## config.mk

```make
export PLATFORM = sky130hd
export DESIGN_NAME = sudiv_post
export DESIGN_NICKNAME = d
export VERILOG_FILES = /design/src/rtl/core/sudiv_pkg.sv /design/src/rtl/core/sudiv_post.sv
export SDC_FILE = /design/constraint.sdc
export NUM_CORES = 1
export LEC_CHECK = 0
export ABC_AREA = 0
export BUFFER_PORTS_ARGS = -buffer_cell sky130_fd_sc_hd__buf_2
export CORE_MARGIN = 1
export CORE_UTILIZATION = 47
export DETAILED_ROUTE_END_ITERATION = 8
export PLACE_DENSITY = 0.77
export SLEW_MARGIN = 20
export SYNTH_ARGS = -nofsm -noshare
export SYNTH_HDL_FRONTEND = slang
export SYNTH_SLANG_ARGS = --single-unit
```

## constraint.sdc

```tcl
create_clock -name aclk -period 3.63 [get_ports aclk]
set_input_delay 0.363 -clock aclk [delete_from_list [all_inputs] [get_ports aclk]]
set_output_delay 0.363 -clock aclk [all_outputs]
set_load 0.02 [all_outputs]
```

## src/rtl/core/sudiv_pkg.sv

```systemverilog
// Shared types and constants for the pipelined signed/unsigned integer divider.
// Used by every module under rtl/core; depends on nothing.
package sudiv_pkg;

    localparam int DATA_W      = 64;  // width of the operand and result ports
    localparam int ACT_W       = 2;
    localparam int WIDTH_DFLT  = 64;  // default arithmetic width

    localparam logic [ACT_W-1:0] ACT_SQUO = 2'd0;
    localparam logic [ACT_W-1:0] ACT_SREM = 2'd1;
    localparam logic [ACT_W-1:0] ACT_UQUO = 2'd2;
    localparam logic [ACT_W-1:0] ACT_UREM = 2'd3;

    // Control that rides along with each request through the pipeline.
    typedef struct packed {
        logic rem_op;  // deliver the remainder instead of the quotient
        logic neg;     // negate the selected magnitude at the end
        logic dbz;     // divisor was zero
    } ctrl_t;

endpackage

```

## src/rtl/core/sudiv_post.sv

```systemverilog
// Output stage of the divider: selects, sign-corrects and registers the result, or zero on a zero divisor.
// Depends on sudiv_pkg.
module sudiv_post #(
    parameter int WIDTH = sudiv_pkg::WIDTH_DFLT
) (
    input  logic                          aclk,
    input  logic                          aresetn,
    input  logic                          en,
    input  logic                          valid_in,
    input  sudiv_pkg::ctrl_t              ctrl_in,
    input  logic [WIDTH-1:0]              rem_in,
    input  logic [WIDTH-1:0]              quo_in,
    output logic                          valid_out,
    output logic [sudiv_pkg::DATA_W-1:0]  result,
    output logic                          div_by_zero
);

    logic                          valid_reg;
    logic [sudiv_pkg::DATA_W-1:0]  result_reg, result_next;
    logic                          dbz_reg;
    logic [WIDTH-1:0]              mag, signed_val;

    always_comb begin
        mag        = ctrl_in.rem_op ? rem_in : quo_in;
        signed_val = ctrl_in.neg ? (~mag + 1'b1) : mag;
        result_next = '0;
        if (!ctrl_in.dbz) begin
            result_next[WIDTH-1:0] = signed_val;
        end
    end

    always_ff @(posedge aclk) begin
        if (!aresetn) begin
            valid_reg <= 1'b0;
        end else if (en) begin
            valid_reg <= valid_in;
        end
    end

    always_ff @(posedge aclk) begin
        if (en) begin
            result_reg <= result_next;
            dbz_reg    <= ctrl_in.dbz;
        end
    end

    assign valid_out   = valid_reg;
    assign result      = result_reg;
    assign div_by_zero = dbz_reg;

endmodule

```

==> flow_summary.yaml <==
timing:
  post-route-min-period_ps: 3320
  timing.final.crit_share: 0.914
  tightest_slew_ps: 883
  fin_ws_ps: 311
  rsz0062_at_grt: "no"
  drv_slew: 0
  setup_violations: 0
  fin_skew_ps: 0
  tns_ps: 0
  hold_violations: 0
  slew-limit-headroom: 0.411
  fmaxAchievable_ghz: 0.301
critical_path:
  crit_arrival_ps: 3380
  crit_slowest_cell: "nor4_1"
  crit_path_frequent_cell: "nor4_1"
  crit_path_start_kind: "primary input"
  critPathRequiredTime_ps: 3690
  cp_cell_sequence: "buf_6 > buf_12 > buf_4 > nor4_1 > o22ai_1 > or4_1 > nor4_1 > o21ai_0 > nor3b_1"
  path_buf_inv: 3
  critPathTopFamily: "simple AND/OR/NAND/NOR gates"
  crit_path_end_kind: "flip-flop"
  critical-path-max-stage-delay_ps: 600
  path_max_fanout: 56
  worst-setup-path-type: "primary input to flip-flop"
power_and_ir_drop:
  power_switching_uw: 758
  ir_drop_mv: 0.211
  p_comb_frac: 0.270
  p_per_area_nw_per_um2: 343
  p_int_mw: 1.72
  clkPwrFrac: 0.347
  p_seq_frac: 0.383
  power.leakage_nw: 2.92
  p_sw_frac: 0.307
place:
  post_dp_cell_area_um2: 6930
  dp_slack_ps: 99.5
  hpwl_mm: 14.8
  gp_congestion: 0.892
  numPortBuffers: 200
clock_network:
  clock_sinks: 66
  clk_latency_ps: 330
  cts_resized: 0
  postCtsSetupBuffers: 0
  tritoncts: "done"
  cts_buffers: 9
  clk_path_buf_depth: 2
  cts_root_buf: "clkbuf_16"
  clkTransAtPathRegs_ps: 50
  cts_max_level: 3
  hold_buffers: 0
routing:
  finalWirelength_mm: 19.1
  drc: 0
  via_per_inst: 6.17
  drt_iter0_drc: 481
  wl_per_cell_um: 19.8
  dr.pass1.iters: 5
  ant_nets: 0
  vias: 5949
logic_synthesis:
  ys_types: 66
  synth_top_cell_by_area: "edfxtp_1"
  ys_warn_count: 0
  yosys-top-cells-count: "mux2i_1 (68), edfxtp_1 (65), nor2_1 (61)"
  ys_ff_latch: 66
  postSynthAreaPerCell_um2: 9.26
  yosysTopAreaCellShare: 0.338
  synth_cells: 624
  async_flop_share: 0
  synth-edff-count: 65
  syn_nets: 760
  synth_ff_type: "edfxtp_1"
  seq_area_frac_synth: 0.341
  synth.most_common_cell: "mux2i_1"
  synthTopCellsByArea: "edfxtp_1 (34%), mux2i_1 (12%), xnor2_1 (5.6%), nor2_1 (4.0%), nor3_1 (3.5%)"
  syn_area_um2: 5780
layout:
  largest_reg_flops: 64
  insertedDiodeCount: 0
  final_nets: 948
  stdcell_area_um2: 7210
  syn_to_final_growth_pct: 24.7
  drive_above_1_share: 0.322
floorplanning:
  die_x_um: 113
  die_area_um2: 12700
  core_area_um2: 12000
  die_h_um: 113
  num_rows: 40
  io_pins: 201
  start_util: 0.481
run:
  maxCapViolCount: 0
global_routing:
  grt_max_degree: 57
  grt_pass1_wl_mm: 29.9
  grt_antenna_before_repair: 0
  overflow: 0
  grt_pass1_vias: 5681
  grt_use_total: 0.302
run_status:
  status: "finished, final reports clean"
worst_hold_path:
  hold_path_class: "primary input to flip-flop"
## worst paths after layout
kind	endpoint	startpoint	slack (ps)	cells after the start
min reg2reg	valid_out	valid_out	510	2
max reg2reg	valid_out	valid_out	3050	2
max	result[60]	ctrl_in[2]	310	9
min	valid_out	aresetn	240	2
## cell families after synthesis
group                      Yosys count  synth area share
muxes                               72             0.126
xor gates and xnor gates            43            0.0652
AOI/OAI and AO/OA                  116             0.152
buffers and inverters               44            0.0348
DFF                                 66             0.341
adders and majority gates            1           0.00216
and+or+nand+nor                    282             0.279
## layout make-up
type                       count  area [um2]
clock buffer                  12         236
multi-input combinational    514        3610
tap                          147         184
clock inverter                 4        42.5
sequential                    66        1970
fill                        1054        4800
timing repair buffer         215        1140
inverter                       6        22.5
## placed cells by master (no fill, tap or decap), types with 7 or more instances in the layout
cell type,instances
a21oi_1,14
a222oi_1,8
a22oi_1,8
and2_1,7
buf_2,199
buf_4,13
clkbuf_16,9
edfxtp_1,65
mux2i_1,68
nand2_1,33
nand3_1,15
nand4_1,8
nor2_1,61
nor3_1,40
nor3b_1,21
nor4_1,12
o21ai_0,30
o31ai_1,10
o41ai_2,8
or2_2,7
or3_1,22
or3b_1,14
or3b_2,8
xnor2_1,37
## per-stage QoR
stage	utilization	hold slack (ps)	std cells	total power, mW
finish	0.600	241	964	2.47
global route	0.600	274	964	2.58
CTS	0.600	239	964	2.48
detailed placement	0.577	504	948	1.62
global placement	0.577	491	948	1.61
floorplan	-	462	624	1.36
## power groups by stage
stage / sequential (mW) / combinational, mW / clock [mW]
detailed placement: 0.962 / 0.661 / 0
CTS: 0.948 / 0.664 / 0.869
floorplan: 1.06 / 0.301 / 0
finish: 0.947 / 0.667 / 0.859
global placement: 0.962 / 0.650 / 0
global route: 0.952 / 0.721 / 0.902
## worst reg2reg max path, delay by kind of cell, from the launching register on
family | cells | cell delay, ps
and+or+nand+nor | 1 | 60
muxes | 1 | 120
DFF | 1 | 300
## metal layers
metal,share of wire,vias up,global-route usage
met4,0.027,0,0.111
li1,-,2789,-
met2,0.48,328,0.505
met1,0.42,2793,0.397
met3,0.071,39,0.0466
met5,0,-,0
(Power assumes the default switching activity.)
