===== config.mk =====
export PLATFORM = sky130hd
export DESIGN_NAME = sudiv_prep
export DESIGN_NICKNAME = d
export VERILOG_FILES = /design/src/rtl/core/sudiv_pkg.sv /design/src/rtl/core/sudiv_prep.sv
export SDC_FILE = /design/constraint.sdc
export NUM_CORES = 1
export LEC_CHECK = 0
export ABC_AREA = 1
export ABC_CLOCK_PERIOD_IN_PS = 2000
export BUFFER_PORTS_ARGS = -buffer_cell sky130_fd_sc_hd__buf_2
export CORE_UTILIZATION = 44
export DETAILED_ROUTE_END_ITERATION = 16
export GPL_TIMING_DRIVEN = 0
export MAX_ROUTING_LAYER = met4
export PLACE_DENSITY = 0.82
export SYNTH_ARGS = -nofsm -noshare
export SYNTH_HDL_FRONTEND = slang
export SYNTH_SLANG_ARGS = --single-unit

===== constraint.sdc =====
create_clock -name aclk -period 2 [get_ports aclk]
set_input_delay 0.4 -clock aclk [delete_from_list [all_inputs] [get_ports aclk]]
set_output_delay 0.4 -clock aclk [all_outputs]
set_load 0.05 [all_outputs]

===== src/rtl/core/sudiv_pkg.sv =====
// Shared types and constants for the pipelined signed/unsigned integer divider.
// Used by every module under rtl/core; depends on nothing.
package sudiv_pkg;

    localparam int DATA_W      = 64;  // width of the operand and result ports
    localparam int ACT_W       = 2;
    localparam int WIDTH_DFLT  = 64;  // default arithmetic width

    localparam logic [ACT_W-1:0] ACT_SQUO = 2'd0;
    localparam logic [ACT_W-1:0] ACT_SREM = 2'd1;
    localparam logic [ACT_W-1:0] ACT_UQUO = 2'd2;
    localparam logic [ACT_W-1:0] ACT_UREM = 2'd3;

    // Control that rides along with each request through the pipeline.
    typedef struct packed {
        logic rem_op;  // deliver the remainder instead of the quotient
        logic neg;     // negate the selected magnitude at the end
        logic dbz;     // divisor was zero
    } ctrl_t;

endpackage


===== src/rtl/core/sudiv_prep.sv =====
// Input stage of the divider: decodes the action and takes operand magnitudes.
// Depends on sudiv_pkg.
module sudiv_prep #(
    parameter int WIDTH = sudiv_pkg::WIDTH_DFLT
) (
    input  logic                           aclk,
    input  logic                           aresetn,
    input  logic                           en,
    input  logic                           valid_in,
    input  logic [sudiv_pkg::ACT_W-1:0]    action,
    input  logic [sudiv_pkg::DATA_W-1:0]   dividend,
    input  logic [sudiv_pkg::DATA_W-1:0]   divisor,
    output logic                           valid_out,
    output sudiv_pkg::ctrl_t               ctrl_out,
    output logic [WIDTH-1:0]               num_out,
    output logic [WIDTH-1:0]               dvs_out
);

    logic              valid_reg;
    sudiv_pkg::ctrl_t  ctrl_reg, ctrl_next;
    logic [WIDTH-1:0]  num_reg, num_next;
    logic [WIDTH-1:0]  dvs_reg, dvs_next;
    logic [WIDTH-1:0]  n_raw, d_raw;
    logic              is_signed, n_neg, d_neg;

    always_comb begin
        n_raw     = dividend[WIDTH-1:0];
        d_raw     = divisor[WIDTH-1:0];
        is_signed = (action == sudiv_pkg::ACT_SQUO) || (action == sudiv_pkg::ACT_SREM);
        n_neg     = is_signed & n_raw[WIDTH-1];
        d_neg     = is_signed & d_raw[WIDTH-1];
        // The most negative value negates to itself, which read unsigned is 2^(WIDTH-1).
        num_next  = n_neg ? (~n_raw + 1'b1) : n_raw;
        dvs_next  = d_neg ? (~d_raw + 1'b1) : d_raw;
        ctrl_next.rem_op = (action == sudiv_pkg::ACT_SREM) || (action == sudiv_pkg::ACT_UREM);
        ctrl_next.neg    = ctrl_next.rem_op ? n_neg : (n_neg ^ d_neg);
        ctrl_next.dbz    = (d_raw == '0);
    end

    always_ff @(posedge aclk) begin
        if (!aresetn) begin
            valid_reg <= 1'b0;
        end else if (en) begin
            valid_reg <= valid_in;
        end
    end

    always_ff @(posedge aclk) begin
        if (en) begin
            ctrl_reg <= ctrl_next;
            num_reg  <= num_next;
            dvs_reg  <= dvs_next;
        end
    end

    assign valid_out = valid_reg;
    assign ctrl_out  = ctrl_reg;
    assign num_out   = num_reg;
    assign dvs_out   = dvs_reg;

endmodule


==> impl_metrics.env <==
export IMPL_clock_skew_ns=0
export IMPL_die_w_um=142
export IMPL_ys_top_cells_by_count="nand2_1 (357), nor2_1 (211), edfxtp_1 (131), inv_1 (111), nand3_1 (108)"
export IMPL_synth_avg_cell_area_um2=7.66
export IMPL_worstSetupEndpointType="register"
export IMPL_pwr_share_seq_pct=37.6
export IMPL_dp_cells=1651
export IMPL_hold_viol=0
export IMPL_htree_num_levels=4
export IMPL_syn_nets=1261
export IMPL_ys_dominant_reg_cell="edfxtp_1"
export IMPL_cap_viol_max_count=0
export IMPL_crit_buf_inv=2
export IMPL_fin_util_pct=57.7
export IMPL_grt_usage_pct=29.4
export IMPL_final_cells=1691
export IMPL_critPathKind="in -> reg"
export IMPL_grt_pass1_vias=8197
export IMPL_post_cts_buffers=0
export IMPL_switchingPower_mw=3.32
export IMPL_drive_gt1_share_pct=25.8
export IMPL_synth_area_leaders="edfxtp_1 (46%), nand2_1 (16%), nor2_1 (9.2%)"
export IMPL_synth_top_area_share_pct=45.6
export IMPL_holdWs_ns=0.169
export IMPL_route_detailed_drc=0
export IMPL_syn_area_um2=8620
export IMPL_peakVddDrop_mv=0.598
export IMPL_cp_required_ns=2.17
export IMPL_total_power_mw=9.30
export IMPL_min_path_type="in -> reg"
export IMPL_power_frac_clock_pct=35.4
export IMPL_power_density_nw_per_um2=851
export IMPL_ys_types=37
export IMPL_grt_pass1_wl_um=42800
export IMPL_internal_power_mw=5.98
export IMPL_cpMostUsedCell="nand2_1"
export IMPL_dr_pass1_iters=6
export IMPL_synth_edf_count=131
export IMPL_place_gp_congestion=1.03
export IMPL_crit_path_max_fanout=4
export IMPL_critPathLaunchType="primary input"
export IMPL_path_cells="buf_2, inv_1, ha_1, nand3_1, nor2_4, nor2_1, nor2_2, nand2_1, o21ai_1, nand2_1"
export IMPL_cts_sinks=132
export IMPL_die_h_um=142
export IMPL_grt_start_max_net_pins=96
export IMPL_async_reset_ff_share_pct=0
export IMPL_yosysMostFrequentCell="nand2_1"
export IMPL_hold_depth=1
export IMPL_combPwrFrac_pct=27.0
export IMPL_slowest_stage="nor2_2"
export IMPL_drt_vias_per_instance=5.17
export IMPL_drt_wirelength_per_cell_um=17.1
export IMPL_area_growth_pct=26.8
export IMPL_rsz0062_at_grt="no"
export IMPL_finalSetupViolCount=0
export IMPL_drv_slew=0
export IMPL_drt_initial_drc_count=989
export IMPL_cp_top_family="simple AND/OR/NAND/NOR gates"
export IMPL_status="finished, final reports clean"
export IMPL_row_count=50
export IMPL_num_fill_cells=1794
export IMPL_max_stage_delay_ns=0.23
export IMPL_root_buffer="clkbuf_16"
export IMPL_via_count=8736
export IMPL_ios=266
export IMPL_grt_overflow=0
export IMPL_io_buffers=265
export IMPL_syn_inst=1125
export IMPL_grt_antenna_before_repair=8
export IMPL_hold_buffers=0
export IMPL_worstMarginPinSlew_ns=0.481
export IMPL_nets=1546
export IMPL_synth_largest_area_cell="edfxtp_1"
export IMPL_path_clk_slew_ns=0.06
export IMPL_cts_made_buffers=17
export IMPL_p_leak_nw=4.93
export IMPL_rr_worst_depth=2
export IMPL_hpwl_um=23400
export IMPL_slew_headroom_pct=67.9
export IMPL_max_freq_ghz=0.568
export IMPL_ant_nets=0
export IMPL_pre_cts_ws_ns=-0.0992
export IMPL_power_switching_share_pct=35.7
export IMPL_drt_wl_total_um=28900
export IMPL_fin_crit_sh_pct=88.0
export IMPL_ys_seq_elements=132
export IMPL_initial_core_util_pct=45.5
export IMPL_die_area_um2=20200
export IMPL_seq_area_frac_synth_pct=45.9
export IMPL_cts_tree="yes"
export IMPL_core_um2=19000
export IMPL_clockBufferDepth=2
export IMPL_yosys_warnings=0
export IMPL_timing_final_ws_setup_ns=0.240
export IMPL_cts_resized=0
export IMPL_path_depth=10
export IMPL_arrival_ns=1.93
export IMPL_clk_latency_ns=0.41
export IMPL_finalCriticalPeriod_ns=1.76
==> registers in the layout, summed over array words and instances (netlist names) <==
| register | cells |
|---|---|
| valid_out | 1 |
| dvs_out | 64 |
| num_out | 64 |
| ctrl_out | 3 |
==> path summary, 6_finish.rpt <==
| kind | from | endpoint | slack [ns] |
|---|---|---|---|
| max | divisor[1] | dvs_out[60]$_DFFE_PP_ | 0.24 |
| min | dividend[0] | num_out[0]$_DFFE_PP_ | 0.17 |
| max reg2reg | valid_out$_SDFFE_PN0P_ | valid_out$_SDFFE_PN0P_ | 1.36 |
| min reg2reg | valid_out$_SDFFE_PN0P_ | valid_out$_SDFFE_PN0P_ | 0.55 |
==> stage by stage <==
stage | TNS [ns] | instance area [um^2]
finish | 0 | 10900
CTS | 0 | 10900
global placement | -127.38 | 10300
global route | 0 | 10900
detailed placement | -0.332 | 10300
floorplan | 0 | 8620
==> worst reg2reg max path, delay by kind of cell, from the launching register on <==
kind,cells,cell delay (ns)
DFF,1,0.30
AOI/OAI and AO/OA,2,0.22
==> power groups by stage <==
| stage | combinational, mW | sequential [mW] | clock [mW] |
|---|---|---|---|
| 3_3_place_gp | 2.45 | 3.56 | 0 |
| 2_1_floorplan | 0.661 | 4.59 | 0 |
| 5_1_grt | 2.65 | 3.52 | 3.43 |
| 6_report | 2.51 | 3.49 | 3.29 |
| 3_5_place_dp | 2.49 | 3.55 | 0 |
| 4_1_cts | 2.50 | 3.49 | 3.32 |
==> routing by layer <==
layer / global-route usage (%) / vias up / part of all wire [%]
li1: - / 4220 / -
met1: 38.5 / 3980 / 42
met2: 43.7 / 444 / 44
met3: 5.38 / 92 / 9.6
met4: 14.9 / 0 / 4.3
met5: - / - / 0
==> logic make-up (layout without fill, tap and decap cells) <==
family | Yosys count | in the layout | share of synthesized area (%)
flip-flops | 132 | 132 | 45.9
adder cells (fa/ha/maj) | 2 | 2 | 0.290
buffers and inverters | 130 | 428 | 6.36
AO/OA/AOI/OAI | 68 | 68 | 5.23
XOR/XNOR | 64 | 64 | 6.50
AND/OR/NAND/NOR | 729 | 729 | 35.8
other | 0 | 8 | 0
==> area by class of cell <==
| class | count | area (um^2) | share of cell area, % |
|---|---|---|---|
| buffer | 14 | 110 | 1.01 |
| timing repair buffer | 266 | 1360 | 12.4 |
| clock inverter | 13 | 173 | 1.58 |
| inverter | 116 | 438 | 4.01 |
| multi-input combinational | 863 | 4120 | 37.7 |
| antenna | 8 | 20.0 | 0.183 |
| clock buffer | 19 | 433 | 3.96 |
| sequential | 132 | 3950 | 36.2 |
| tap | 260 | 325 | 2.98 |
==> cells in the final DEF, fill, tap and decap left out, types with 13 or more instances in the layout <==
cell       count
xor2_1        49
o21ai_0       22
xnor2_1       15
nor2_1       211
inv_1        111
nand2_2       13
o21ai_1       14
nand2_1      357
buf_2        268
clkbuf_16     17
edfxtp_1     131
nand3_1      108
Note: power is estimated with default switching activity, not from simulation.
